[config.mk]
export PLATFORM = sky130hd
export DESIGN_NAME = averaged_current_pi_pwm_loop
export DESIGN_NICKNAME = d
export VERILOG_FILES = /design/src/rtl/core/acpwm_pkg.sv /design/src/rtl/core/acpwm_regs.sv /design/src/rtl/core/acpwm_ctrl.sv /design/src/rtl/core/acpwm_dp.sv /design/src/rtl/core/averaged_current_pi_pwm_loop.sv
export SDC_FILE = /design/constraint.sdc
export NUM_CORES = 2
export LEC_CHECK = 0
export BUFFER_PORTS_ARGS = -buffer_cell sky130_fd_sc_hd__buf_2
export CAP_MARGIN = 30
export CORE_MARGIN = 3
export CORE_UTILIZATION = 31
export CTS_BUF_LIST = sky130_fd_sc_hd__clkbuf_8
export CTS_CLUSTER_DIAMETER = 200
export CTS_CLUSTER_SIZE = 10
export DETAILED_ROUTE_END_ITERATION = 10
export PLACE_DENSITY = 0.56
export SYNTH_ARGS = -nofsm -noshare
export SYNTH_HDL_FRONTEND = slang
export SYNTH_HIERARCHICAL = 1
export SYNTH_SLANG_ARGS = --single-unit
[constraint.sdc]
create_clock -name clk -period 31.9 [get_ports clk]
set_clock_uncertainty 0.15 [all_clocks]
set_input_delay 6.38 -clock clk [delete_from_list [all_inputs] [get_ports clk]]
set_output_delay 6.38 -clock clk [all_outputs]
set_load 0.02 [all_outputs]
[src/rtl/core/acpwm_pkg.sv]
// shared types and constants of the averaged current pi pwm loop
package acpwm_pkg;

	localparam int SAMPLE_W = 12;
	localparam int PADDR_W  = 5;
	localparam int PDATA_W  = 32;

	// register indexes on the configuration port
	typedef enum logic [2:0] {
		REG_TARGET = 3'd0,
		REG_PROP   = 3'd1,
		REG_INTEG  = 3'd2,
		REG_OFFSET = 3'd3,
		REG_SCALE  = 3'd4,
		REG_ICPT   = 3'd5,
		REG_PERIOD = 3'd6
	} reg_idx_t;

	localparam logic [19:0] TARGET_RST = 20'd26214;
	localparam logic [15:0] PROP_RST   = 16'd2560;
	localparam logic [15:0] INTEG_RST  = 16'd786;
	localparam logic [15:0] OFFSET_RST = 16'd0;
	localparam logic [15:0] SCALE_RST  = 16'd10846;
	localparam logic [19:0] ICPT_RST   = 20'hFF127;
	localparam logic [15:0] PERIOD_RST = 16'd300;

	// duty in percent, q.16
	localparam logic [22:0] DUTY_MAX  = 23'd6291456;
	localparam logic [22:0] DUTY_ONE  = 23'd65536;
	localparam logic [22:0] DUTY_FULL = 23'd6553600;

	localparam logic signed [20:0] ERR_RST = 21'sd65536;

	localparam logic signed [22:0] CUR_MAX = 23'sd524287;
	localparam logic signed [22:0] CUR_MIN = -23'sd524288;

	// floor(y / 100) = (y * DIV100_M) >> 30 for y below 2^23
	localparam logic [23:0] DIV100_M = 24'd10737419;

	typedef struct packed {
		logic [19:0] target;
		logic [15:0] prop;
		logic [15:0] integ;
		logic [15:0] offset;
		logic [15:0] scale;
		logic [19:0] icpt;
		logic [15:0] period;
	} cfg_t;

	// datapath steps issued by the sequencer
	typedef enum logic [3:0] {
		OP_NONE = 4'd0,
		OP_SUM  = 4'd1,
		OP_MEAN = 4'd2,
		OP_CURM = 4'd3,
		OP_CUR  = 4'd4,
		OP_ERR  = 4'd5,
		OP_PMUL = 4'd6,
		OP_IMUL = 4'd7,
		OP_DUTY = 4'd8,
		OP_CMUL = 4'd9,
		OP_DMUL = 4'd10,
		OP_OUT  = 4'd11
	} op_t;

	typedef struct packed {
		logic take;
		op_t  op;
	} cmd_t;

	typedef struct packed {
		logic out_free;
	} stat_t;

endpackage

[src/rtl/core/acpwm_regs.sv]
// configuration register file on the apb-style port
module acpwm_regs (
	input  logic                              clk,
	input  logic                              arst_n,
	input  logic                              psel,
	input  logic                              penable,
	input  logic                              pwrite,
	input  logic [acpwm_pkg::PADDR_W-1:0]     paddr,
	input  logic [acpwm_pkg::PDATA_W-1:0]     pwdata,
	output logic [acpwm_pkg::PDATA_W-1:0]     prdata,
	output logic                              pready,
	output acpwm_pkg::cfg_t                   cfg
);

	acpwm_pkg::cfg_t      cfg_q;
	acpwm_pkg::reg_idx_t  idx;
	logic                 wr_en;

	assign idx    = acpwm_pkg::reg_idx_t'(paddr[acpwm_pkg::PADDR_W-1:2]);
	assign wr_en  = psel && penable && pwrite;
	assign pready = 1'b1;
	assign cfg    = cfg_q;

	always_ff @(posedge clk or negedge arst_n) begin
		if (!arst_n) begin
			cfg_q.target <= acpwm_pkg::TARGET_RST;
			cfg_q.prop   <= acpwm_pkg::PROP_RST;
			cfg_q.integ  <= acpwm_pkg::INTEG_RST;
			cfg_q.offset <= acpwm_pkg::OFFSET_RST;
			cfg_q.scale  <= acpwm_pkg::SCALE_RST;
			cfg_q.icpt   <= acpwm_pkg::ICPT_RST;
			cfg_q.period <= acpwm_pkg::PERIOD_RST;
		end else if (wr_en) begin
			case (idx)
				acpwm_pkg::REG_TARGET: cfg_q.target <= pwdata[19:0];
				acpwm_pkg::REG_PROP:   cfg_q.prop   <= pwdata[15:0];
				acpwm_pkg::REG_INTEG:  cfg_q.integ  <= pwdata[15:0];
				acpwm_pkg::REG_OFFSET: cfg_q.offset <= pwdata[15:0];
				acpwm_pkg::REG_SCALE:  cfg_q.scale  <= pwdata[15:0];
				acpwm_pkg::REG_ICPT:   cfg_q.icpt   <= pwdata[19:0];
				acpwm_pkg::REG_PERIOD: cfg_q.period <= pwdata[15:0];
				default: ;
			endcase
		end
	end

	always_comb begin
		case (idx)
			acpwm_pkg::REG_TARGET: prdata = {12'd0, cfg_q.target};
			acpwm_pkg::REG_PROP:   prdata = {16'd0, cfg_q.prop};
			acpwm_pkg::REG_INTEG:  prdata = {16'd0, cfg_q.integ};
			acpwm_pkg::REG_OFFSET: prdata = {16'd0, cfg_q.offset};
			acpwm_pkg::REG_SCALE:  prdata = {16'd0, cfg_q.scale};
			acpwm_pkg::REG_ICPT:   prdata = {12'd0, cfg_q.icpt};
			acpwm_pkg::REG_PERIOD: prdata = {16'd0, cfg_q.period};
			default:               prdata = '0;
		endcase
	end

endmodule

[src/rtl/core/acpwm_ctrl.sv]
// sequencer that steps the datapath through one sample
module acpwm_ctrl (
	input  logic             clk,
	input  logic             arst_n,
	input  logic             in_valid,
	output logic             in_stall,
	output acpwm_pkg::cmd_t  cmd,
	input  acpwm_pkg::stat_t stat
);

	typedef enum logic [3:0] {
		ST_IDLE,
		ST_SUM,
		ST_MEAN,
		ST_CURM,
		ST_CUR,
		ST_ERR,
		ST_PMUL,
		ST_IMUL,
		ST_DUTY,
		ST_CMUL,
		ST_DMUL,
		ST_OUT
	} state_t;

	state_t state_q;

	always_ff @(posedge clk or negedge arst_n) begin
		if (!arst_n) begin
			state_q <= ST_IDLE;
		end else begin
			case (state_q)
				ST_IDLE: if (in_valid) state_q <= ST_SUM;
				ST_SUM:  state_q <= ST_MEAN;
				ST_MEAN: state_q <= ST_CURM;
				ST_CURM: state_q <= ST_CUR;
				ST_CUR:  state_q <= ST_ERR;
				ST_ERR:  state_q <= ST_PMUL;
				ST_PMUL: state_q <= ST_IMUL;
				ST_IMUL: state_q <= ST_DUTY;
				ST_DUTY: state_q <= ST_CMUL;
				ST_CMUL: state_q <= ST_DMUL;
				ST_DMUL: state_q <= ST_OUT;
				ST_OUT:  if (stat.out_free) state_q <= ST_IDLE;
				default: state_q <= ST_IDLE;
			endcase
		end
	end

	assign in_stall = (state_q != ST_IDLE);

	always_comb begin
		cmd.take = (state_q == ST_IDLE) && in_valid;
		case (state_q)
			ST_SUM:  cmd.op = acpwm_pkg::OP_SUM;
			ST_MEAN: cmd.op = acpwm_pkg::OP_MEAN;
			ST_CURM: cmd.op = acpwm_pkg::OP_CURM;
			ST_CUR:  cmd.op = acpwm_pkg::OP_CUR;
			ST_ERR:  cmd.op = acpwm_pkg::OP_ERR;
			ST_PMUL: cmd.op = acpwm_pkg::OP_PMUL;
			ST_IMUL: cmd.op = acpwm_pkg::OP_IMUL;
			ST_DUTY: cmd.op = acpwm_pkg::OP_DUTY;
			ST_CMUL: cmd.op = acpwm_pkg::OP_CMUL;
			ST_DMUL: cmd.op = acpwm_pkg::OP_DMUL;
			// result register must be free before the final load
			ST_OUT:  cmd.op = stat.out_free ? acpwm_pkg::OP_OUT : acpwm_pkg::OP_NONE;
			default: cmd.op = acpwm_pkg::OP_NONE;
		endcase
	end

endmodule

[src/rtl/core/acpwm_dp.sv]
// datapath: sample ring, running sum, shared multiplier, pi update and result register
module acpwm_dp #(
	parameter int WINDOW_DEPTH  = 16,
	parameter int STARTUP_STEPS = 50
) (
	input  logic                                clk,
	input  logic                                arst_n,
	input  acpwm_pkg::cmd_t                     cmd,
	output acpwm_pkg::stat_t                    stat,
	input  acpwm_pkg::cfg_t                     cfg,
	input  logic [acpwm_pkg::SAMPLE_W-1:0]      sample,
	input  logic                                out_stall,
	output logic                                out_valid,
	output logic [15:0]                         compare_value,
	output logic [22:0]                         duty_percent,
	output logic signed [19:0]                  measured_current
);

	localparam int IDX_W  = $clog2(WINDOW_DEPTH);
	localparam int SUM_W  = acpwm_pkg::SAMPLE_W + IDX_W;
	localparam int NUM_W  = SUM_W + 4;
	localparam int MEAN_K = NUM_W + IDX_W;
	// floor(num / WINDOW_DEPTH) = (num * MEAN_M) >> MEAN_K for num below 2^NUM_W
	localparam longint MEAN_M = ((longint'(1) << MEAN_K) + WINDOW_DEPTH - 1) / WINDOW_DEPTH;
	localparam int MW     = (NUM_W + 2 > 25) ? NUM_W + 2 : 25;
	localparam int PW     = 2 * MW;
	localparam int CNT_W  = $clog2(STARTUP_STEPS + 1);

	// sample ring with per-entry valid bits, an invalid entry reads as zero
	logic [acpwm_pkg::SAMPLE_W-1:0] ring_mem [WINDOW_DEPTH];
	logic [WINDOW_DEPTH-1:0]        ring_vld_q;

	logic [IDX_W-1:0]               idx_q;
	logic [SUM_W-1:0]               sum_q;
	logic signed [20:0]             prev_q;
	logic [22:0]                    duty_q;
	logic [CNT_W-1:0]               cnt_q;
	logic                           out_valid_q;

	logic [acpwm_pkg::SAMPLE_W-1:0] sample_q;
	logic [acpwm_pkg::SAMPLE_W-1:0] old_q;
	logic                           old_vld_q;
	logic signed [PW-1:0]           prod_q;
	logic signed [19:0]             cur_q;
	logic signed [20:0]             err_q;
	logic signed [21:0]             diff_q;
	logic signed [30:0]             pterm_q;
	logic [15:0]                    cmp_out_q;
	logic [22:0]                    duty_out_q;
	logic signed [19:0]             cur_out_q;

	logic [acpwm_pkg::SAMPLE_W-1:0] old_eff;
	logic signed [MW-1:0]           mul_a;
	logic signed [MW-1:0]           mul_b;
	logic signed [PW-1:0]           prod_d;
	logic                           mul_en;
	logic [15:0]                    mean;
	logic signed [17:0]             ofs_sum;
	logic signed [22:0]             cur_raw;
	logic signed [19:0]             cur_sat;
	logic signed [20:0]             err_d;
	logic signed [21:0]             diff_d;
	logic signed [21:0]             iterm;
	logic signed [32:0]             duty_sum;
	logic [CNT_W-1:0]               cnt_inc;
	logic                           in_startup;
	logic [22:0]                    duty_d;
	logic [CNT_W-1:0]               cnt_d;
	logic [22:0]                    cmp_base;

	assign old_eff = old_vld_q ? old_q : '0;

	// mean of the window in q.16 of full scale, then offset
	assign mean    = prod_q[MEAN_K +: 16];
	assign ofs_sum = $signed({2'b00, mean}) + $signed({{2{cfg.offset[15]}}, cfg.offset});

	// floor by arithmetic shift, then intercept and saturation
	assign cur_raw = $signed({prod_q[33], prod_q[33:12]})
		+ $signed({{3{cfg.icpt[19]}}, cfg.icpt});

	always_comb begin
		if (cur_raw > acpwm_pkg::CUR_MAX) begin
			cur_sat = acpwm_pkg::CUR_MAX[19:0];
		end else if (cur_raw < acpwm_pkg::CUR_MIN) begin
			cur_sat = acpwm_pkg::CUR_MIN[19:0];
		end else begin
			cur_sat = cur_raw[19:0];
		end
	end

	assign err_d  = $signed({cfg.target[19], cfg.target}) - $signed({cur_q[19], cur_q});
	assign diff_d = $signed({err_d[20], err_d}) - $signed({prev_q[20], prev_q});

	assign iterm    = prod_q[37:16];
	assign duty_sum = $signed({10'd0, duty_q})
		+ $signed({{2{pterm_q[30]}}, pterm_q})
		+ $signed({{11{iterm[21]}}, iterm});

	assign cnt_inc    = (cnt_q < CNT_W'(STARTUP_STEPS)) ? cnt_q + CNT_W'(1) : cnt_q;
	assign in_startup = (cnt_inc < CNT_W'(STARTUP_STEPS));

	always_comb begin
		duty_d = duty_sum[22:0];
		cnt_d  = cnt_inc;
		if (duty_sum > $signed({10'd0, acpwm_pkg::DUTY_MAX})) begin
			if (in_startup) begin
				// overshoot during startup restarts from one percent and ends startup
				duty_d = acpwm_pkg::DUTY_ONE;
				cnt_d  = CNT_W'(STARTUP_STEPS);
			end else begin
				duty_d = acpwm_pkg::DUTY_MAX;
			end
		end else if (duty_sum < 0) begin
			duty_d = '0;
		end
	end

	assign cmp_base = acpwm_pkg::DUTY_FULL - duty_q;

	// shared multiplier operand selection
	always_comb begin
		mul_en = cmd.op inside {acpwm_pkg::OP_MEAN, acpwm_pkg::OP_CURM, acpwm_pkg::OP_PMUL,
			acpwm_pkg::OP_IMUL, acpwm_pkg::OP_CMUL, acpwm_pkg::OP_DMUL};
		case (cmd.op)
			acpwm_pkg::OP_MEAN: begin
				mul_a = $signed({{(MW-NUM_W){1'b0}}, sum_q, 4'b0000});
				mul_b = $signed(MW'(MEAN_M));
			end
			acpwm_pkg::OP_CURM: begin
				mul_a = $signed({{(MW-18){ofs_sum[17]}}, ofs_sum});
				mul_b = $signed({{(MW-16){1'b0}}, cfg.scale});
			end
			acpwm_pkg::OP_PMUL: begin
				mul_a = $signed({{(MW-22){diff_q[21]}}, diff_q});
				mul_b = $signed({{(MW-16){1'b0}}, cfg.prop});
			end
			acpwm_pkg::OP_IMUL: begin
				mul_a = $signed({{(MW-21){err_q[20]}}, err_q});
				mul_b = $signed({{(MW-16){1'b0}}, cfg.integ});
			end
			acpwm_pkg::OP_CMUL: begin
				mul_a = $signed({{(MW-23){1'b0}}, cmp_base});
				mul_b = $signed({{(MW-16){1'b0}}, cfg.period});
			end
			acpwm_pkg::OP_DMUL: begin
				// drop the q.16 fraction, then divide by 100
				mul_a = $signed({{(MW-23){1'b0}}, prod_q[38:16]});
				mul_b = $signed({{(MW-24){1'b0}}, acpwm_pkg::DIV100_M});
			end
			default: begin
				mul_a = '0;
				mul_b = '0;
			end
		endcase
	end

	assign prod_d = mul_a * mul_b;

	// ring memory, no reset
	always_ff @(posedge clk) begin
		if (cmd.take) begin
			old_q     <= ring_mem[idx_q];
			old_vld_q <= ring_vld_q[idx_q];
			sample_q  <= sample;
		end
		if (cmd.op == acpwm_pkg::OP_SUM) begin
			ring_mem[idx_q] <= sample_q;
		end
	end

	// working registers
	always_ff @(posedge clk) begin
		if (mul_en) begin
			prod_q <= prod_d;
		end
		if (cmd.op == acpwm_pkg::OP_CUR) begin
			cur_q <= cur_sat;
		end
		if (cmd.op == acpwm_pkg::OP_ERR) begin
			err_q  <= err_d;
			diff_q <= diff_d;
		end
		if (cmd.op == acpwm_pkg::OP_IMUL) begin
			pterm_q <= prod_q[38:8];
		end
		if (cmd.op == acpwm_pkg::OP_OUT) begin
			cmp_out_q  <= prod_q[45:30];
			duty_out_q <= duty_q;
			cur_out_q  <= cur_q;
		end
	end

	// loop state
	always_ff @(posedge clk or negedge arst_n) begin
		if (!arst_n) begin
			ring_vld_q  <= '0;
			idx_q       <= '0;
			sum_q       <= '0;
			prev_q      <= acpwm_pkg::ERR_RST;
			duty_q      <= acpwm_pkg::DUTY_ONE;
			cnt_q       <= '0;
			out_valid_q <= 1'b0;
		end else begin
			if (cmd.op == acpwm_pkg::OP_SUM) begin
				ring_vld_q[idx_q] <= 1'b1;
				sum_q <= sum_q - SUM_W'(old_eff) + SUM_W'(sample_q);
				idx_q <= (idx_q == IDX_W'(WINDOW_DEPTH - 1)) ? '0 : idx_q + IDX_W'(1);
			end
			if (cmd.op == acpwm_pkg::OP_DUTY) begin
				duty_q <= duty_d;
				cnt_q  <= cnt_d;
				prev_q <= err_q;
			end
			if (cmd.op == acpwm_pkg::OP_OUT) begin
				out_valid_q <= 1'b1;
			end else if (!out_stall) begin
				out_valid_q <= 1'b0;
			end
		end
	end

	assign stat.out_free    = !out_valid_q || !out_stall;
	assign out_valid        = out_valid_q;
	assign compare_value    = cmp_out_q;
	assign duty_percent     = duty_out_q;
	assign measured_current = cur_out_q;

	a_duty_range: assert property (@(posedge clk) disable iff (!arst_n)
		duty_q <= acpwm_pkg::DUTY_MAX)
		else $error("duty above the clamp limit");

	a_cnt_range: assert property (@(posedge clk) disable iff (!arst_n)
		cnt_q <= CNT_W'(STARTUP_STEPS))
		else $error("startup count past its end");

	a_idx_range: assert property (@(posedge clk) disable iff (!arst_n)
		idx_q <= IDX_W'(WINDOW_DEPTH - 1))
		else $error("ring index out of range");

	a_out_load: assert property (@(posedge clk) disable iff (!arst_n)
		(cmd.op == acpwm_pkg::OP_OUT) |=> out_valid_q && (duty_out_q == $past(duty_q)))
		else $error("result register not loaded by the final step");

endmodule

[src/rtl/core/averaged_current_pi_pwm_loop.sv]
// top level of the averaged current pi loop with pwm compare output
//
//  channel  | handshake            | payload
//  ---------+----------------------+-------------------------------------------------
//  input    | in_valid / in_stall  | sample
//  result   | out_valid/ out_stall | compare_value, duty_percent, measured_current
//  config   | psel/penable/pwrite  | paddr, pwdata, prdata (pready tied high)
//
//  one item is the transfer, then 11 sequencer steps, six of which
//  share the single 25x25 multiplier (window mean, current, p term, i term, compare, /100)
//  a result waits in the output register; the next sample transfer is taken meanwhile
//  the last step holds only while the output register is still full and stalled
//  reset clears the ring valid bits at once, so no clearing pass is needed
module averaged_current_pi_pwm_loop #(
	parameter int WINDOW_DEPTH  = 16,
	parameter int STARTUP_STEPS = 50
) (
	input  logic                              clk,
	input  logic                              arst_n,
	input  logic                              in_valid,
	output logic                              in_stall,
	input  logic [acpwm_pkg::SAMPLE_W-1:0]    sample,
	output logic                              out_valid,
	input  logic                              out_stall,
	output logic [15:0]                       compare_value,
	output logic [22:0]                       duty_percent,
	output logic signed [19:0]                measured_current,
	input  logic                              psel,
	input  logic                              penable,
	input  logic                              pwrite,
	input  logic [acpwm_pkg::PADDR_W-1:0]     paddr,
	input  logic [acpwm_pkg::PDATA_W-1:0]     pwdata,
	output logic [acpwm_pkg::PDATA_W-1:0]     prdata,
	output logic                              pready
);

	acpwm_pkg::cfg_t  cfg;
	acpwm_pkg::cmd_t  cmd;
	acpwm_pkg::stat_t stat;

	acpwm_regs u_regs (
		.clk     (clk),
		.arst_n  (arst_n),
		.psel    (psel),
		.penable (penable),
		.pwrite  (pwrite),
		.paddr   (paddr),
		.pwdata  (pwdata),
		.prdata  (prdata),
		.pready  (pready),
		.cfg     (cfg)
	);

	acpwm_ctrl u_ctrl (
		.clk      (clk),
		.arst_n   (arst_n),
		.in_valid (in_valid),
		.in_stall (in_stall),
		.cmd      (cmd),
		.stat     (stat)
	);

	acpwm_dp #(
		.WINDOW_DEPTH  (WINDOW_DEPTH),
		.STARTUP_STEPS (STARTUP_STEPS)
	) u_dp (
		.clk              (clk),
		.arst_n           (arst_n),
		.cmd              (cmd),
		.stat             (stat),
		.cfg              (cfg),
		.sample           (sample),
		.out_stall        (out_stall),
		.out_valid        (out_valid),
		.compare_value    (compare_value),
		.duty_percent     (duty_percent),
		.measured_current (measured_current)
	);

endmodule

==> impl_results.md <==
- Final Hold Fails: 0
- Final WL: approximately 140 mm
- Num CTS Buffers: 71
- Hold Crit Class: flip-flop to flip-flop
- Worst EP required: 32.30 ns
- Maxcap violations: 0
- Most common cell after layout, fill and taps aside: inv_1
- # resized after CTS: 0
- FMAX: between 50 and 60 MHz
- Max Buffers Root-to-Sink: 3
- Root buffer cell: clkbuf_8
- Worst path bufs/invs: 9
- Worst slew pin tran: ~1.3 ns
- Status: completed
- Top FF cell, synth: edfxtp_1
- Leakage: 24.3 nW
- Share of post-route cells with drive strength above 1: 13.5%
- H-tree level count: 3
- Final HPWL DP: ~110 mm
- Worst slew margin: 12.9%
- CORE AREA: 159000 µm²
- Cells after synthesis: 4447
- Die height: about 400 µm
- Area of the mapped netlist: about 50000 µm²
- Gr ovfl total: 0
- Post-synthesis async set-or-reset flop share: 34.1%
- Chip Width: around 410 µm
- First-pass GRT wire length: between 200 and 250 mm
- Clock Latency Late Sink: 0.81 ns
- Syn Area/Cell: 11.2 µm²
- Syn. warnings: 6
- Place WS: about 14 ns
- Cell family with most CP delay: adder cells
- Top Ports: 150
- DRT antenna net count: 0
- IO Port Bufs: about 120
- Power Density: between 100 and 150 nW/µm²
- Number of flops mapped to enable cells by yosys: 408
- Largest stage delay on the critical path: 0.68 ns
- First-pass detailed-route iteration total: 6
- Hold_ws: 0.271 ns
- Critical Path Slowest Stage Cell: nor2_2
- Final setup TNS: 0 ns
- Seq/Total Area, Yosys: a little over a third
- DRC viols: 0
- WL/cell: around 21 µm
- Vias in the first global route: ~35000
- CP Launch Type: input port
- Vias: 33455
- Max VDD drop: 0.0623 mV
- CP max FO: 21
- # hold bufs at CTS: 0
- Largest net degree at the start of global routing: 90
- Final-report setup violation count: 0
- Most frequent cells in the layout: 863 x inv_1, 547 x fa_1, 425 x nand2_1, 408 x edfxtp_1, 321 x ha_1
- Total Routing Usage GR: 17.5%
- # rows: 146
- CP endpoint kind: flip-flop
- Clock transition at path regs: 0.10 ns
- DIE AREA: 166000 µm²
- Iter 0 DRT Violations: 2283
- Min cycle time layout: ~17 ns
- Layout area overhead: 9.55%
- Crit path top cell by count: fa_1
- Yosys cell types: approximately 110
- RSZ-0062 raised after global routing: false
- RD Place Congestion: 0.923
- Register area: 17600 µm²
- Yosys reg bits: 619
- Initial antenna violation count: 17
- Post-CTS setup buffers: 0
- Fillcell total: between 15000 and 20000
- Area of the multi-input gates: 28800 µm²
- Post-layout instance area: 54700 µm²
- Cell Area, Placed: 53400 µm²
- Max Slew Vio Count: 0
- Starting Density: roughly a third
- WP data arrival: 17.72 ns
- Crit path kind: input port to flip-flop
- DR vias/cell: around 4.9
- Sink Count: 619
- Post-layout nets: 5525
- Final setup margin: 14.58 ns
- CTS tree: built
- Tcrit/Tclk final: a little over half
==> metrics by stage <==
step	util [%]	power, mW	instances
5_1_grt	34.4	6.20	6807
4_1_cts	34.3	5.69	6806
6_report	34.4	5.66	6810
2_1_floorplan	-	3.98	4471
3_5_place_dp	33.5	5.13	6674
3_3_place_gp	33.4	5.08	6664
==> power by group <==
group	internal, mW	total (mW)	switching, mW
Combinational	1.47	3.80	2.33
Clock	0.214	0.529	0.315
Sequential	1.16	1.33	0.173
Total	2.84	5.66	2.82
==> registers in the layout, indices dropped and copies added (netlist names), 16 cells and up <==
name,flops
u_dp/pterm_q,31
u_dp/duty_q,23
u_dp/ring_mem,192
u_dp/compare_value,16
u_dp/prod_q,38
u_dp/sum_q,16
u_dp/cur_q,20
u_dp/err_q,21
u_dp/measured_current,20
u_dp/duty_percent,23
u_dp/prev_q,21
u_dp/diff_q,22
u_dp/ring_vld_q,16
u_regs/cfg,120
==> Yosys cell counts, types with 18 or more instances <==
library cell,count,area [µm²]
or2_2,27,169
mux4_2,66,1490
clkbuf_1,92,345
inv_1,809,3040
a21oi_1,130,651
o21a_1,20,150
edfxtp_1,408,12300
dfrtp_1,170,4250
nor2_1,230,863
nor2b_1,28,175
nor4_1,25,156
ha_1,321,4020
nor3_1,42,210
xnor2_1,112,981
fa_1,547,11000
or3_1,24,150
nand3_1,32,160
a22o_1,25,219
a221oi_1,35,307
a21o_1,29,218
mux2_2,128,1440
buf_2,18,90.1
and2_1,77,482
mux2i_1,36,360
buf_4,22,165
a22oi_1,20,150
o21ai_0,123,616
nand2b_1,27,169
nand2_1,425,1600
xor2_1,55,482
dfstp_2,41,1080
==> logic make-up after synthesis <==
kind of cell / synth area share (%)
compound gates: 8.02
xor+xnor: 2.93
fa+ha+maj: 30.0
buf+inv: 7.62
flops: 35.2
mux: 6.81
other cells: 0.0300
simple gates: 9.43
==> final timing paths <==
check | start | to | slack [ns] | cells past startpoint
worst max-delay path | out_stall | u_dp/prod_q[44] | 14.58 | 39
worst min-delay path | u_dp/prod_q[40] | u_dp/compare_value[10] | 0.27 | 0
worst max register to register | u_dp/prod_q[24] | u_dp/prod_q[44] | 19.48 | 44
worst min register to register | u_dp/prod_q[40] | u_dp/compare_value[10] | 0.27 | 0
max in group asynchronous | arst_n | u_dp/idx_q[0] | 23.78 | 3
min in group asynchronous | arst_n | u_dp/cnt_q[0] | 5.44 | 1
==> final cells by class <==
| cell class | count | share of cell area, % |
|---|---|---|
| Clock buffer | 71 | 1.79 |
| Timing Repair Buffer | 209 | 2.47 |
| Tap cell | 2146 | 4.91 |
| Multi-Input combinational cell | 2888 | 52.6 |
| Antenna cell | 4 | 0.0183 |
| Sequential cell | 619 | 32.1 |
| Clock inverter | 61 | 0.551 |
| Inverter | 812 | 5.57 |
==> worst register-to-register path, delay by kind of cell (launching register included) <==
kind,cells,cell delay (ns)
compound gates,19,4.44
xor+xnor,1,0.09
fa+ha+maj,10,4.70
buf+inv,9,0.75
flops,1,0.84
simple gates,5,1.26
==> layer usage <==
layer / vias to the layer above / global-route usage [%] / wire length, µm
li1: 15045 / - / -
met1: 17115 / 23.0 / 61100
met2: 1034 / 28.5 / 67600
met3: 255 / 3.31 / 9730
met4: 6 / 7.11 / 6300
met5: - / 0 / 45
Power figures use the tool's default switching activity.
